**src/rtl/core/mrd_pkg.sv**
```systemverilog
`default_nettype none

package mrd_pkg;

	// default route table depth
	localparam int unsigned RT_DEPTH_DEF = 64;

	// configuration port
	localparam int unsigned CFG_IDX_W  = 1;
	localparam int unsigned CFG_DATA_W = 32;
	localparam logic [CFG_IDX_W-1:0] CFG_OWN_RANK  = 1'd0;
	localparam logic [CFG_IDX_W-1:0] CFG_DATA_TYPE = 1'd1;

	// result kinds
	localparam logic [1:0] KIND_HEADER  = 2'd0;
	localparam logic [1:0] KIND_PAYLOAD = 2'd1;
	localparam logic [1:0] KIND_ERROR   = 2'd2;

	// error codes
	localparam logic [2:0] ERR_NONE       = 3'd0;
	localparam logic [2:0] ERR_INCOMPLETE = 3'd1;
	localparam logic [2:0] ERR_MARKER     = 3'd2;
	localparam logic [2:0] ERR_IP         = 3'd3;
	localparam logic [2:0] ERR_DST        = 3'd4;
	localparam logic [2:0] ERR_TYPE       = 3'd5;

	localparam logic [7:0] MARKER_BYTE = 8'h96;
	localparam logic [7:0] KEEP_ALL    = 8'hFF;

	// Work entry between front and back.
	// Payload: word = data, aux = keep, last = packet end.
	// Header:  word = {element count, peer rank}, aux = call code.
	// Error:   code = error code.
	typedef struct packed {
		logic [1:0]  kind;
		logic [63:0] word;
		logic [7:0]  aux;
		logic        last;
		logic [2:0]  code;
	} mrd_entry_t;

endpackage

`default_nettype wire

```
**src/rtl/core/mrd_front.sv**
```systemverilog
`default_nettype none

module mrd_front #(
	parameter int unsigned ROUTE_TABLE_DEPTH = mrd_pkg::RT_DEPTH_DEF
) (
	input  wire logic               clk,
	input  wire logic               arst_n,
	input  wire logic               in_valid,
	output logic                    in_ready,
	input  wire logic               command,
	input  wire logic [63:0]        word_data,
	input  wire logic [7:0]         word_keep,
	input  wire logic               word_last,
	input  wire logic [31:0]        source_ip,
	input  wire logic [5:0]         table_index,
	input  wire logic [31:0]        table_value,
	input  wire logic [31:0]        own_rank,
	input  wire logic [7:0]         data_type_code,
	input  wire logic               q_full,
	output logic                    push,
	output mrd_pkg::mrd_entry_t     push_entry
);
	import mrd_pkg::*;

	localparam int unsigned AW = $clog2(ROUTE_TABLE_DEPTH);
	localparam logic [31:0] DEPTH_W = 32'(ROUTE_TABLE_DEPTH);
	localparam logic [AW-1:0] LAST_ADDR = AW'(ROUTE_TABLE_DEPTH - 1);

	localparam logic [1:0] PH_HEADER  = 2'd0;
	localparam logic [1:0] PH_PAYLOAD = 2'd1;
	localparam logic [1:0] PH_DISCARD = 2'd2;

	function automatic logic [31:0] be32(input logic [31:0] le);
		be32 = {le[7:0], le[15:8], le[23:16], le[31:24]};
	endfunction

	logic [1:0]  phase_q;
	logic [1:0]  hidx_q;
	logic [63:0] hdr_q [3];
	logic        hdr_pend_s1;
	logic [63:0] w3_s1;
	logic [31:0] ip_s1;
	logic [31:0] rt_rd_s1;
	logic        clr_busy_q;
	logic [AW-1:0] clr_addr_q;
	logic [31:0] route_mem [ROUTE_TABLE_DEPTH];

	logic acc, net, tw, tw_in_range, hdr_bad, hdr_fin, s1_go;
	logic [31:0] src_w, dst_w, size_w;
	logic marker_ok, ip_ok;
	logic [2:0] s1_code;

	assign in_ready    = !clr_busy_q && !hdr_pend_s1 && !q_full;
	assign acc         = in_valid && in_ready;
	assign net         = acc && !command;
	assign tw          = acc && command;
	assign tw_in_range = 32'(table_index) < DEPTH_W;
	assign hdr_bad     = (word_keep != KEEP_ALL) || word_last;
	assign hdr_fin     = net && (phase_q == PH_HEADER) && !hdr_bad && (hidx_q == 2'd3);
	assign s1_go       = hdr_pend_s1 && !q_full;

	assign dst_w  = be32(hdr_q[0][63:32]);
	assign src_w  = be32(hdr_q[1][31:0]);
	assign size_w = be32(hdr_q[1][63:32]);

	assign marker_ok = (hdr_q[0][31:0] == {4{MARKER_BYTE}}) &&
		(w3_s1[63:32] == {4{MARKER_BYTE}}) &&
		(hdr_q[2][63:16] == '0) && (w3_s1[31:0] == '0);
	assign ip_ok = (src_w < DEPTH_W) && (rt_rd_s1 == ip_s1);

	always_comb begin
		priority if (!marker_ok) begin
			s1_code = ERR_MARKER;
		end else if (!ip_ok) begin
			s1_code = ERR_IP;
		end else if (dst_w != own_rank) begin
			s1_code = ERR_DST;
		end else if (hdr_q[2][15:8] != data_type_code) begin
			s1_code = ERR_TYPE;
		end else begin
			s1_code = ERR_NONE;
		end
	end

	always_comb begin
		push       = 1'b0;
		push_entry = '0;
		if (s1_go) begin
			push = 1'b1;
			if (s1_code != ERR_NONE) begin
				push_entry.kind = KIND_ERROR;
				push_entry.code = s1_code;
			end else begin
				push_entry.kind = KIND_HEADER;
				push_entry.word = {size_w, src_w};
				push_entry.aux  = hdr_q[2][7:0];
			end
		end else if (net && (phase_q == PH_PAYLOAD) && (word_keep != '0)) begin
			push            = 1'b1;
			push_entry.kind = KIND_PAYLOAD;
			push_entry.word = word_data;
			push_entry.aux  = word_keep;
			push_entry.last = word_last;
		end else if (net && (phase_q == PH_HEADER) && hdr_bad) begin
			push            = 1'b1;
			push_entry.kind = KIND_ERROR;
			push_entry.code = ERR_INCOMPLETE;
		end
	end

	// route table: clearing pass after reset, then table writes
	always_ff @(posedge clk) begin
		if (clr_busy_q) begin
			route_mem[clr_addr_q] <= '0;
		end else if (tw && tw_in_range) begin
			route_mem[AW'(table_index)] <= table_value;
		end
	end

	always_ff @(posedge clk) begin
		if (hdr_fin) begin
			rt_rd_s1 <= route_mem[AW'(src_w)];
			w3_s1    <= word_data;
			ip_s1    <= source_ip;
		end
	end

	always_ff @(posedge clk) begin
		if (net && (phase_q == PH_HEADER) && !hdr_bad && (hidx_q != 2'd3)) begin
			hdr_q[hidx_q] <= word_data;
		end
	end

	always_ff @(posedge clk or negedge arst_n) begin
		if (!arst_n) begin
			clr_busy_q <= 1'b1;
			clr_addr_q <= '0;
		end else if (clr_busy_q) begin
			if (clr_addr_q == LAST_ADDR) begin
				clr_busy_q <= 1'b0;
			end
			clr_addr_q <= clr_addr_q + 1'b1;
		end
	end

	always_ff @(posedge clk or negedge arst_n) begin
		if (!arst_n) begin
			phase_q     <= PH_HEADER;
			hidx_q      <= '0;
			hdr_pend_s1 <= 1'b0;
		end else if (s1_go) begin
			hdr_pend_s1 <= 1'b0;
			phase_q     <= (s1_code == ERR_NONE) ? PH_PAYLOAD : PH_DISCARD;
		end else if (net) begin
			unique case (phase_q)
				PH_PAYLOAD, PH_DISCARD: begin
					if (word_last) begin
						phase_q <= PH_HEADER;
					end
				end
				PH_HEADER: begin
					if (hdr_bad) begin
						hidx_q  <= '0;
						phase_q <= word_last ? PH_HEADER : PH_DISCARD;
					end else if (hidx_q == 2'd3) begin
						hidx_q      <= '0;
						hdr_pend_s1 <= 1'b1;
					end else begin
						hidx_q <= hidx_q + 2'd1;
					end
				end
				default: begin
					phase_q <= PH_HEADER;
				end
			endcase
		end
	end

endmodule

`default_nettype wire

```
**src/rtl/core/mrd_queue.sv**
```systemverilog
`default_nettype none

module mrd_queue (
	input  wire logic                 clk,
	input  wire logic                 arst_n,
	input  wire logic                 push,
	input  wire mrd_pkg::mrd_entry_t  push_entry,
	output logic                      full,
	input  wire logic                 pop,
	output logic                      head_valid,
	output mrd_pkg::mrd_entry_t       head
);
	import mrd_pkg::*;

	mrd_entry_t slot_q [2];
	logic       wr_ptr_q;
	logic       rd_ptr_q;
	logic [1:0] cnt_q;
	logic       do_pop;

	assign full       = (cnt_q == 2'd2);
	assign head_valid = (cnt_q != 2'd0);
	assign head       = slot_q[rd_ptr_q];
	assign do_pop     = pop && head_valid;

	always_ff @(posedge clk) begin
		if (push) begin
			slot_q[wr_ptr_q] <= push_entry;
		end
	end

	always_ff @(posedge clk or negedge arst_n) begin
		if (!arst_n) begin
			wr_ptr_q <= 1'b0;
			rd_ptr_q <= 1'b0;
			cnt_q    <= '0;
		end else begin
			if (push) begin
				wr_ptr_q <= !wr_ptr_q;
			end
			if (do_pop) begin
				rd_ptr_q <= !rd_ptr_q;
			end
			if (push && !do_pop) begin
				cnt_q <= cnt_q + 2'd1;
			end else if (do_pop && !push) begin
				cnt_q <= cnt_q - 2'd1;
			end
		end
	end

endmodule

`default_nettype wire

```
**src/rtl/core/mrd_back.sv**
```systemverilog
`default_nettype none

module mrd_back (
	input  wire logic                 clk,
	input  wire logic                 arst_n,
	input  wire logic                 q_valid,
	input  wire mrd_pkg::mrd_entry_t  q_head,
	output logic                      q_pop,
	output logic                      out_valid,
	input  wire logic                 out_ready,
	output logic [1:0]                result_kind,
	output logic [7:0]                payload_byte,
	output logic                      byte_last,
	output logic [7:0]                call_code,
	output logic [31:0]               element_count,
	output logic [31:0]               peer_rank,
	output logic [2:0]                error_code,
	output logic [31:0]               error_count,
	output logic                      result_last
);
	import mrd_pkg::*;

	mrd_entry_t  cur_q;
	logic        cur_valid_q;
	logic [7:0]  mask_q;
	logic [31:0] cnt_q;

	logic        emit, done;
	logic [2:0]  lane;
	logic [7:0]  rem;
	logic [31:0] cnt_next;

	always_comb begin
		lane = '0;
		for (int i = 7; i >= 0; i--) begin
			if (mask_q[i]) begin
				lane = 3'(i);
			end
		end
	end

	assign rem      = mask_q & (mask_q - 8'd1);
	assign done     = (cur_q.kind != KIND_PAYLOAD) || (rem == '0);
	assign emit     = cur_valid_q && (!out_valid || out_ready);
	assign q_pop    = q_valid && (!cur_valid_q || (emit && done));
	assign cnt_next = (cnt_q == '1) ? cnt_q : cnt_q + 32'd1;

	always_ff @(posedge clk) begin
		if (q_pop) begin
			cur_q  <= q_head;
			mask_q <= q_head.aux;
		end else if (emit) begin
			mask_q <= rem;
		end
	end

	always_ff @(posedge clk) begin
		if (emit) begin
			result_kind   <= cur_q.kind;
			payload_byte  <= '0;
			byte_last     <= 1'b0;
			call_code     <= '0;
			element_count <= '0;
			peer_rank     <= '0;
			error_code    <= ERR_NONE;
			error_count   <= cnt_q;
			result_last   <= done;
			unique case (cur_q.kind)
				KIND_PAYLOAD: begin
					payload_byte <= cur_q.word[{lane, 3'b000} +: 8];
					byte_last    <= cur_q.last && (rem == '0);
				end
				KIND_HEADER: begin
					call_code     <= cur_q.aux;
					element_count <= cur_q.word[63:32];
					peer_rank     <= cur_q.word[31:0];
				end
				KIND_ERROR: begin
					error_code  <= cur_q.code;
					error_count <= cnt_next;
				end
				default: begin
					result_last <= 1'b1;
				end
			endcase
		end
	end

	always_ff @(posedge clk or negedge arst_n) begin
		if (!arst_n) begin
			cur_valid_q <= 1'b0;
			out_valid   <= 1'b0;
			cnt_q       <= '0;
		end else begin
			if (q_pop) begin
				cur_valid_q <= 1'b1;
			end else if (emit && done) begin
				cur_valid_q <= 1'b0;
			end
			if (emit) begin
				out_valid <= 1'b1;
			end else if (out_ready) begin
				out_valid <= 1'b0;
			end
			if (emit && (cur_q.kind == KIND_ERROR)) begin
				cnt_q <= cnt_next;
			end
		end
	end

endmodule

`default_nettype wire

```
**src/rtl/core/message_receive_deframer_core.sv**
```systemverilog
// Path: a payload word or broken-header error passes the queue, the back end's current
//   entry and the output register; header results and check errors pass check registers first.
// Throughput: one result beat per cycle while out_ready allows; one beat per kept byte
//   (up to 8); after the fourth header word in_ready stays low until its result is queued.
// Reset: arst_n clears all control state, then a clearing pass zeroes the route table
//   with in_ready low; configuration writes are taken throughout.
`default_nettype none

module message_receive_deframer_core #(
	parameter int unsigned ROUTE_TABLE_DEPTH = mrd_pkg::RT_DEPTH_DEF
) (
	input  wire logic                           clk,
	input  wire logic                           arst_n,
	// input channel
	input  wire logic                           in_valid,
	output logic                                in_ready,
	input  wire logic                           command,
	input  wire logic [63:0]                    word_data,
	input  wire logic [7:0]                     word_keep,
	input  wire logic                           word_last,
	input  wire logic [31:0]                    source_ip,
	input  wire logic [5:0]                     table_index,
	input  wire logic [31:0]                    table_value,
	// configuration write port
	input  wire logic                           cfg_we,
	input  wire logic [mrd_pkg::CFG_IDX_W-1:0]  cfg_index,
	input  wire logic [mrd_pkg::CFG_DATA_W-1:0] cfg_data,
	// result channel
	output logic                                out_valid,
	input  wire logic                           out_ready,
	output logic [1:0]                          result_kind,
	output logic [7:0]                          payload_byte,
	output logic                                byte_last,
	output logic [7:0]                          call_code,
	output logic [31:0]                         element_count,
	output logic [31:0]                         peer_rank,
	output logic [2:0]                          error_code,
	output logic [31:0]                         error_count,
	output logic                                result_last
);
	import mrd_pkg::*;

	// Configuration registers: own rank and the type byte that marks data.
	logic [31:0] own_rank_q;
	logic [7:0]  data_type_q;

	// Front to queue, queue to back.
	logic       push;
	mrd_entry_t push_entry;
	logic       q_full;
	logic       q_pop;
	logic       q_valid;
	mrd_entry_t q_head;

	always_ff @(posedge clk or negedge arst_n) begin
		if (!arst_n) begin
			own_rank_q  <= '0;
			data_type_q <= '0;
		end else if (cfg_we) begin
			unique case (cfg_index)
				CFG_OWN_RANK:  own_rank_q  <= cfg_data[31:0];
				CFG_DATA_TYPE: data_type_q <= cfg_data[7:0];
				default: begin
					// unknown register: drop the write
				end
			endcase
		end
	end

	// Front end: take every beat, write the route table, collect and check the
	// header, and hand header results, errors and payload words to the queue.
	// Empty payload words and discarded words never reach the queue.
	mrd_front #(
		.ROUTE_TABLE_DEPTH(ROUTE_TABLE_DEPTH)
	) u_front (
		.clk            (clk),
		.arst_n         (arst_n),
		.in_valid       (in_valid),
		.in_ready       (in_ready),
		.command        (command),
		.word_data      (word_data),
		.word_keep      (word_keep),
		.word_last      (word_last),
		.source_ip      (source_ip),
		.table_index    (table_index),
		.table_value    (table_value),
		.own_rank       (own_rank_q),
		.data_type_code (data_type_q),
		.q_full         (q_full),
		.push           (push),
		.push_entry     (push_entry)
	);

	// Two-entry queue: lets the front keep taking beats while the back end is
	// still splitting an earlier word into bytes.
	mrd_queue u_queue (
		.clk        (clk),
		.arst_n     (arst_n),
		.push       (push),
		.push_entry (push_entry),
		.full       (q_full),
		.pop        (q_pop),
		.head_valid (q_valid),
		.head       (q_head)
	);

	// Back end: one result beat per cycle into the output register while out_ready allows,
	// error counting (saturating) in result order.
	mrd_back u_back (
		.clk           (clk),
		.arst_n        (arst_n),
		.q_valid       (q_valid),
		.q_head        (q_head),
		.q_pop         (q_pop),
		.out_valid     (out_valid),
		.out_ready     (out_ready),
		.result_kind   (result_kind),
		.payload_byte  (payload_byte),
		.byte_last     (byte_last),
		.call_code     (call_code),
		.element_count (element_count),
		.peer_rank     (peer_rank),
		.error_code    (error_code),
		.error_count   (error_count),
		.result_last   (result_last)
	);

	// The error count only moves when an error result is shown.
	a_count_moves_on_error: assert property (@(posedge clk) disable iff (!arst_n)
		!$stable(error_count) |-> (result_kind == KIND_ERROR))
		else $error("error count changed without an error result");

	// A message end marker sits on a payload byte that also ends its word.
	a_byte_last_ends_word: assert property (@(posedge clk) disable iff (!arst_n)
		(out_valid && byte_last) |-> (result_last && (result_kind == KIND_PAYLOAD)))
		else $error("byte_last on a result that does not end a payload word");

	// Error results carry a code, others none.
	a_code_matches_kind: assert property (@(posedge clk) disable iff (!arst_n)
		out_valid |-> ((result_kind == KIND_ERROR) == (error_code != ERR_NONE)))
		else $error("error code does not match result kind");

endmodule

`default_nettype wire

```
**config.mk**
```make
export PLATFORM = sky130hd
export DESIGN_NAME = message_receive_deframer_core
export DESIGN_NICKNAME = d
export VERILOG_FILES = /design/src/rtl/core/mrd_pkg.sv /design/src/rtl/core/mrd_front.sv /design/src/rtl/core/mrd_queue.sv /design/src/rtl/core/mrd_back.sv /design/src/rtl/core/message_receive_deframer_core.sv
export SDC_FILE = /design/constraint.sdc
export NUM_CORES = 2
export LEC_CHECK = 0
export BUFFER_PORTS_ARGS = -buffer_cell sky130_fd_sc_hd__buf_4
export CAP_MARGIN = 30
export CORE_ASPECT_RATIO = 1.25
export CORE_UTILIZATION = 56
export CTS_CLUSTER_DIAMETER = 200
export CTS_CLUSTER_SIZE = 30
export DETAILED_ROUTE_END_ITERATION = 12
export GPL_TIMING_DRIVEN = 0
export HOLD_SLACK_MARGIN = 0.03
export PLACE_DENSITY = 0.83
export SLEW_MARGIN = 20
export SYNTH_ARGS = -nofsm -noshare
export SYNTH_HDL_FRONTEND = slang
export SYNTH_SLANG_ARGS = --single-unit
```
**constraint.sdc**
```tcl
create_clock -name clk -period 4.95 [get_ports clk]
set_clock_uncertainty 0.1 [all_clocks]
set_input_delay 0.99 -clock clk [delete_from_list [all_inputs] [get_ports clk]]
set_output_delay 0.99 -clock clk [all_outputs]
set_load 0.02 [all_outputs]
```
# ---- After elaboration in Yosys (flattened, before gate mapping)
# Memory sizes are Yosys's and may differ from the RTL's. A register that Yosys moved wholly into a read port is not among the register bits.
# Cells that the tools add are included.
dict set report totals {
  register_bits 391
  wordCells 191
  input_bits 182
  out_inout_bits 121
  ram_bits 2396
  n_memories 3
}
# memory depth width read_ports rd_clocked_by_memory_dff write_ports line_no
set mem_list {}
lappend mem_list {u_front.route_mem 64 32 1 1 1 mrd_front.sv:46} ;# logic [31:0] route_mem [ROUTE_TABLE_DEPTH];
lappend mem_list {u_front.hdr_q 3 64 3 0 1 mrd_front.sv:39} ;# logic [63:0] hdr_q [3];
lappend mem_list {u_queue.slot_q 2 78 1 0 1 mrd_queue.sv:15} ;# mrd_entry_t slot_q [2];
dict set report classes {
  addsub 6
  n_shift 1
  n_reduce_logical 64
  n_eq_ne 19
  mux 64
  bitwise 3
  n_lt_le_gt_ge 1
}
# operator n
set op_table {}
lappend op_table {{$eq A32 B32 Y1 const B} 3}
lappend op_table {{$mux W32} 3}
lappend op_table {{$mux W74} 1}
lappend op_table {{$mux W73} 1}
lappend op_table {{$mux W72} 1}
lappend op_table {{$shiftx A64 B7 Y8} 1}
lappend op_table {{$logic_not A48 Y1} 1}
lappend op_table {{$mux W3} 15}
lappend op_table {{$add A32 B1 Y32 const B} 1}
lappend op_table {{$eq A32 B32 Y1} 1}
lappend op_table {{$logic_not A32 Y1} 1}
lappend op_table {{$lt A32 B7 Y1 const B} 1}
lappend op_table {{$ne A32 B32 Y1} 1}
lappend op_table {{$reduce_or A32 Y1} 1}
lappend op_table {{$mux W1} 26}
lappend op_table {{$mux W2} 13}
lappend op_table {{$logic_and A1 B1 Y1} 25}
lappend op_table {{$mux W8} 2}
lappend op_table {{$reduce_bool A2 Y1} 8}
lappend op_table {{$logic_not A1 Y1} 11}
lappend op_table {{$and A8 B8 Y8} 1}
lappend op_table {{$eq A2 B2 Y1 const B} 4}
lappend op_table {{$logic_not A8 Y1} 1}
lappend op_table {{$ne A8 B8 Y1} 1}
lappend op_table {{24 further kinds} 34}

# ---- Longest topological paths before layout
dict set report depth {
  ltp_word 14
  mapped_depth 10
  mapped_depth_nobuf 10
}

# ---- Hierarchy
# Synthesis repeated with hierarchy kept, for this count alone.
dict set report hier_totals {
  cells_unflattened 4922
  hier_area_um2 107430.5
}
# mod area_per_inst_um2 n_inst seq_area_each_um2 cells_each
set by_module_without_submodules {}
lappend by_module_without_submodules {mrd_front 90384.2 1 71409.7 3939}
lappend by_module_without_submodules {mrd_back 9574.2 1 7006.7 638}
lappend by_module_without_submodules {mrd_queue 5853.1 1 4784.6 259}
lappend by_module_without_submodules {message_receive_deframer_core 1619.1 1 1001.0 86}

# ---- Worst setup path before layout
# OpenSTA, ideal clock, no wires.
dict set report synth_path {
  path_type {in2reg}
  startpoint {in in_valid}
  endpoint {mem u_queue.slot_q[1][0] in the netlist's numbering (enable)}
  setup_time_ps 523
  arrival_time_ps 5294
  n_path_buf 0
  required_time_ps 4327
  path_stages 6
  path_slack_ps -968
  cell_sequence {inv_1 > nor4_1 > nand2_1 > nor2_1 > nor3_1 > nor2b_1}
}
dict set report synth_between {
  elab_chain_cells 9
  elab_cells_between_ends 11
  cone_classes {5 x mux; 6 x reduce/logical}
}
# item line_no
set synth_rtl {}
lappend synth_rtl {{from (decl)} message_receive_deframer_core.sv:15} ;# input wire logic in_valid,
lappend synth_rtl {{$logic_and A1 B1 Y1 *} mrd_front.sv:54} ;# assign acc = in_valid && in_ready;
lappend synth_rtl {{$logic_and A1 B1 Y1 *} mrd_front.sv:55} ;# assign net = acc && !command;
lappend synth_rtl {{$logic_and A1 B1 Y1 (2 in series)} mrd_front.sv:104} ;# end else if (net && (phase_q == PH_HEADER) && hdr_bad) begin
lappend synth_rtl {{$mux W1} mrd_front.sv:104}
lappend synth_rtl {{$mux W1 *} mrd_front.sv:98} ;# end else if (net && (phase_q == PH_PAYLOAD) && (word_keep != '0)) begin
lappend synth_rtl {{$mux W1 *} mrd_front.sv:88} ;# if (s1_go) begin
lappend synth_rtl {{$mux W1 *} mrd_queue.sv:27} ;# if (push) begin
lappend synth_rtl {{$mux W1 (not written as such) *} mrd_queue.sv:28} ;# slot_q[wr_ptr_q] <= push_entry;
lappend synth_rtl {{to (decl)} mrd_queue.sv:15}
# Every way passes the cells marked *; elsewhere a longest branch is shown, timed or not.

==> impl_metrics.yaml <==
detailed_routing:
  drc: 0
  post_drt_wl_per_cell_um: 35.5
  routed-via-count: 52800
  drt_wl_total_mm: 280
  drt-initial-drc-count: 7020
  drtAntennaViolNets: 0
  vias_per_cell: 6.68
  firstDrtPassIters: 8
setup_path:
  worstSetupEndpointType: "register"
  arrival_ps: 5370
  reg2reg_depth: 7
  reg2reg_from: "u_front.hdr_q[1][25]"
  crit_start: "u_front.hdr_q[1][25]"
  cp_slowest_stage_delay_ps: 930
  worstPathMaxFanout: 10
  start_kind: "register"
  crit_required_ps: 5350
  path_cells: "clkbuf_1, clkbuf_1, clkbuf_1, mux4_2, mux4_2, a22oi_1, nand2_1"
  cp_slowest_cell: "a22oi_1"
  critPathMostFrequentCell: "clkbuf_1"
  path_class: "register to register"
synth:
  synth_fp_nets: 4943
  syn_inst: 4752
  yosysTopAreaCellShare: 0.764
  synth_edf_count: 2729
  seq_area_frac_synth: 0.785
  yosys_warnings: 0
  ys_async_sr_fraction: 0.0319
  synth_cell_type_count: 61
  ys_ff_latch: 2819
  syn_area_um2: 107000
  synth_area_leaders: "edfxtp_1 (76%), mux4_2 (13%), dfrtp_1 (2.1%), mux2_2 (1.3%), xnor2_1 (0.89%)"
  avgSynthCellArea_um2: 22.6
  yosysTopAreaCell: "edfxtp_1"
  synthFlopType: "edfxtp_1"
timing:
  max_slew.worst_pin.slew_ps: 1170
  setup-violations-final: 1
  period_minus_slack_ps: 4980
  relSlewSlack: 0.211
  fin_crit_sh: 1.01
  hold_viol: 0
  grt_setup_unrepaired: "false"
  final_max_slew_viol_count: 0
  max_freq_mhz: 201
  fin_ws_ps: -28.5
finish:
  multi_input_area_um2: 22600
  final_cells: 7901
  postLayoutCoreUtil: 0.625
  area_growth_pct: 10.9
  fillCellCount: 12100
  layout.nets: 5471
  regArea_um2: 84200
  drive_gt1_frac: 0.281
floorplanning:
  initial_core_util: 0.563
  die_y_um: 491
  row_count: 179
  fp.dieW_um: 393
  fp.dieArea_um2: 193000
  io_pins: 303
  core_um2: 190000
clock_network:
  post_cts_buffers: 0
  clock-sinks: 2819
  cts_buffers: 103
  clk_latency_ps: 810
  clk_path_buf_depth: 3
  cts_root_buf: "clkbuf_16"
  clk_pin_slew_ps: 120
  htreeDepth: 3
  cts_tree: "yes"
placed_design:
  dp_hpwl_mm: 189
  dp_cells: 7698
  place_congestion: 0.971
  port_buffers: 302
global_routing:
  grt_antenna_before_repair: 25
  grt_max_degree: 91
  grt_pass1_vias: 52700
  overflow: 0
  grtUsageTotal: 0.288
  grt_pass1_wl_mm: 387
pwr:
  finalPower_w: 0.0445
  ir_drop_uv: 426
  p_per_area_nw_per_um2: 374
  p_leak_nw: 38.5
run_status:
  status: "complete, but fails checks"
  violations: "negative setup slack"
hold_path:
  hp-start: "source_ip[21]"
  min_path_cells: 1
  hold_path.class: "primary input to register"
job:
  maxCapViolCount: 0
-- flip-flops by register name (all words and copies together), names as in the netlist, 8 cells and up --
register	count
u_queue.slot_q	156
u_back.payload_byte	8
u_back.mask_q	8
u_front.rt_rd_s1	32
u_back.error_count	32
u_front.hdr_q	192
u_front.w3_s1	64
u_back.call_code	8
u_back.cnt_q	32
own_rank_q	32
data_type_q	8
u_front.route_mem	2048
u_back.element_count	32
u_back.cur_q	78
u_front.ip_s1	32
u_back.peer_rank	32
-- cells in the mapped netlist, types with 16 or more instances --
library cell	n
mux2_2	125
mux4_2	640
a211oi_1	16
dfrtp_1	89
nor4_1	41
xnor2_1	109
and2_1	143
edfxtp_1	2729
clkbuf_1	112
buf_4	33
buf_1	35
nand3_1	17
xor2_1	35
nor2_1	99
buf_2	37
a22oi_1	64
and3_1	28
nand2_1	122
nand4_1	41
a22o_1	46
-- layout by cell type (no fill, tap or decap), types with 89 or more instances in the layout --
| cell | n |
|---|---|
| and2_1 | 108 |
| edfxtp_1 | 2729 |
| mux4_2 | 640 |
| xnor2_1 | 109 |
| clkbuf_1 | 169 |
| nand2_1 | 122 |
| dfrtp_1 | 89 |
| buf_4 | 339 |
| mux2_2 | 125 |
| clkbuf_16 | 104 |
-- stage by stage --
| stage | hold slack [ps] | setup WS [ps] | cell area, µm² | setup TNS [ps] |
|---|---|---|---|---|
| 5_1_grt | 253 | 41.5 | 119000 | 0 |
| 6_report | 251 | -28.5 | 119000 | -28.5 |
| 4_1_cts | 198 | 111 | 119000 | 0 |
| 2_1_floorplan | 349 | 213 | 107000 | 0 |
| 3_5_place_dp | 385 | 44.3 | 116000 | 0 |
| 3_3_place_gp | 379 | -3360 | 113000 | -9566450 |
-- layout make-up --
class,instances,share of cell area
well taps,2534,0.0267
repair buffers,423,0.0408
clock inverters,6,0.000747
flip-flops and latches,2819,0.708
multi-input cells,1699,0.190
inverters,13,0.000474
plain buffers,221,0.00873
diodes,19,0.000400
clock buffers,167,0.0239
-- worst max-delay path: cells and delay by family (launching register included) --
family                 cells  cell delay, ps
AOI/OAI and AO/OA          1             930
DFF                        1             360
buffers and inverters      3            2140
muxes                      2             990
and+or+nand+nor            1             180
-- cell families after synthesis --
| logic type | after synthesis | synth area share |
|---|---|---|
| flops | 2819 | 0.785 |
| mux | 784 | 0.149 |
| simple gates | 575 | 0.0291 |
| buf+inv | 234 | 0.0101 |
| compound gates | 186 | 0.0135 |
| xor+xnor | 144 | 0.0118 |
| fa+ha+maj | 10 | 0.00114 |
-- routing by layer --
metal	GRT usage	vias up	part of all wire
met5	0	-	0.00094
met4	0.169	20	0.070
met3	0.0545	711	0.10
met2	0.482	3932	0.50
met1	0.350	27400	0.33
li1	-	20700	-
-- what timing repair did --
item	CTS	global route
hold endpoints to repair	0	23
endpoints found under the setup margin	0	5
hold buffers	0	1
gates resized for setup	0	3
-- final timing paths --
check                                       end  slack, ps
setup / recovery           u_front.rt_rd_s1[16]        -30
hold / removal                u_front.ip_s1[21]        250
setup reg to reg           u_front.rt_rd_s1[16]        -30
hold reg to reg              u_front.phase_q[1]        410
max in group asynchronous        data_type_q[5]       3500
min in group asynchronous      u_back.cnt_q[14]        520
-- report_power, final --
| group | internal (W) | leakage [nW] | switching (W) | total, W |
|---|---|---|---|---|
| logic | 0.00183 | 9.99 | 0.00337 | 0.00520 |
| registers | 0.0279 | 27.1 | 0.000561 | 0.0284 |
| clock network | 0.00402 | 1.39 | 0.00680 | 0.0108 |
| total | 0.0337 | 38.5 | 0.0107 | 0.0445 |
Note: power is estimated with default switching activity, not from simulation.
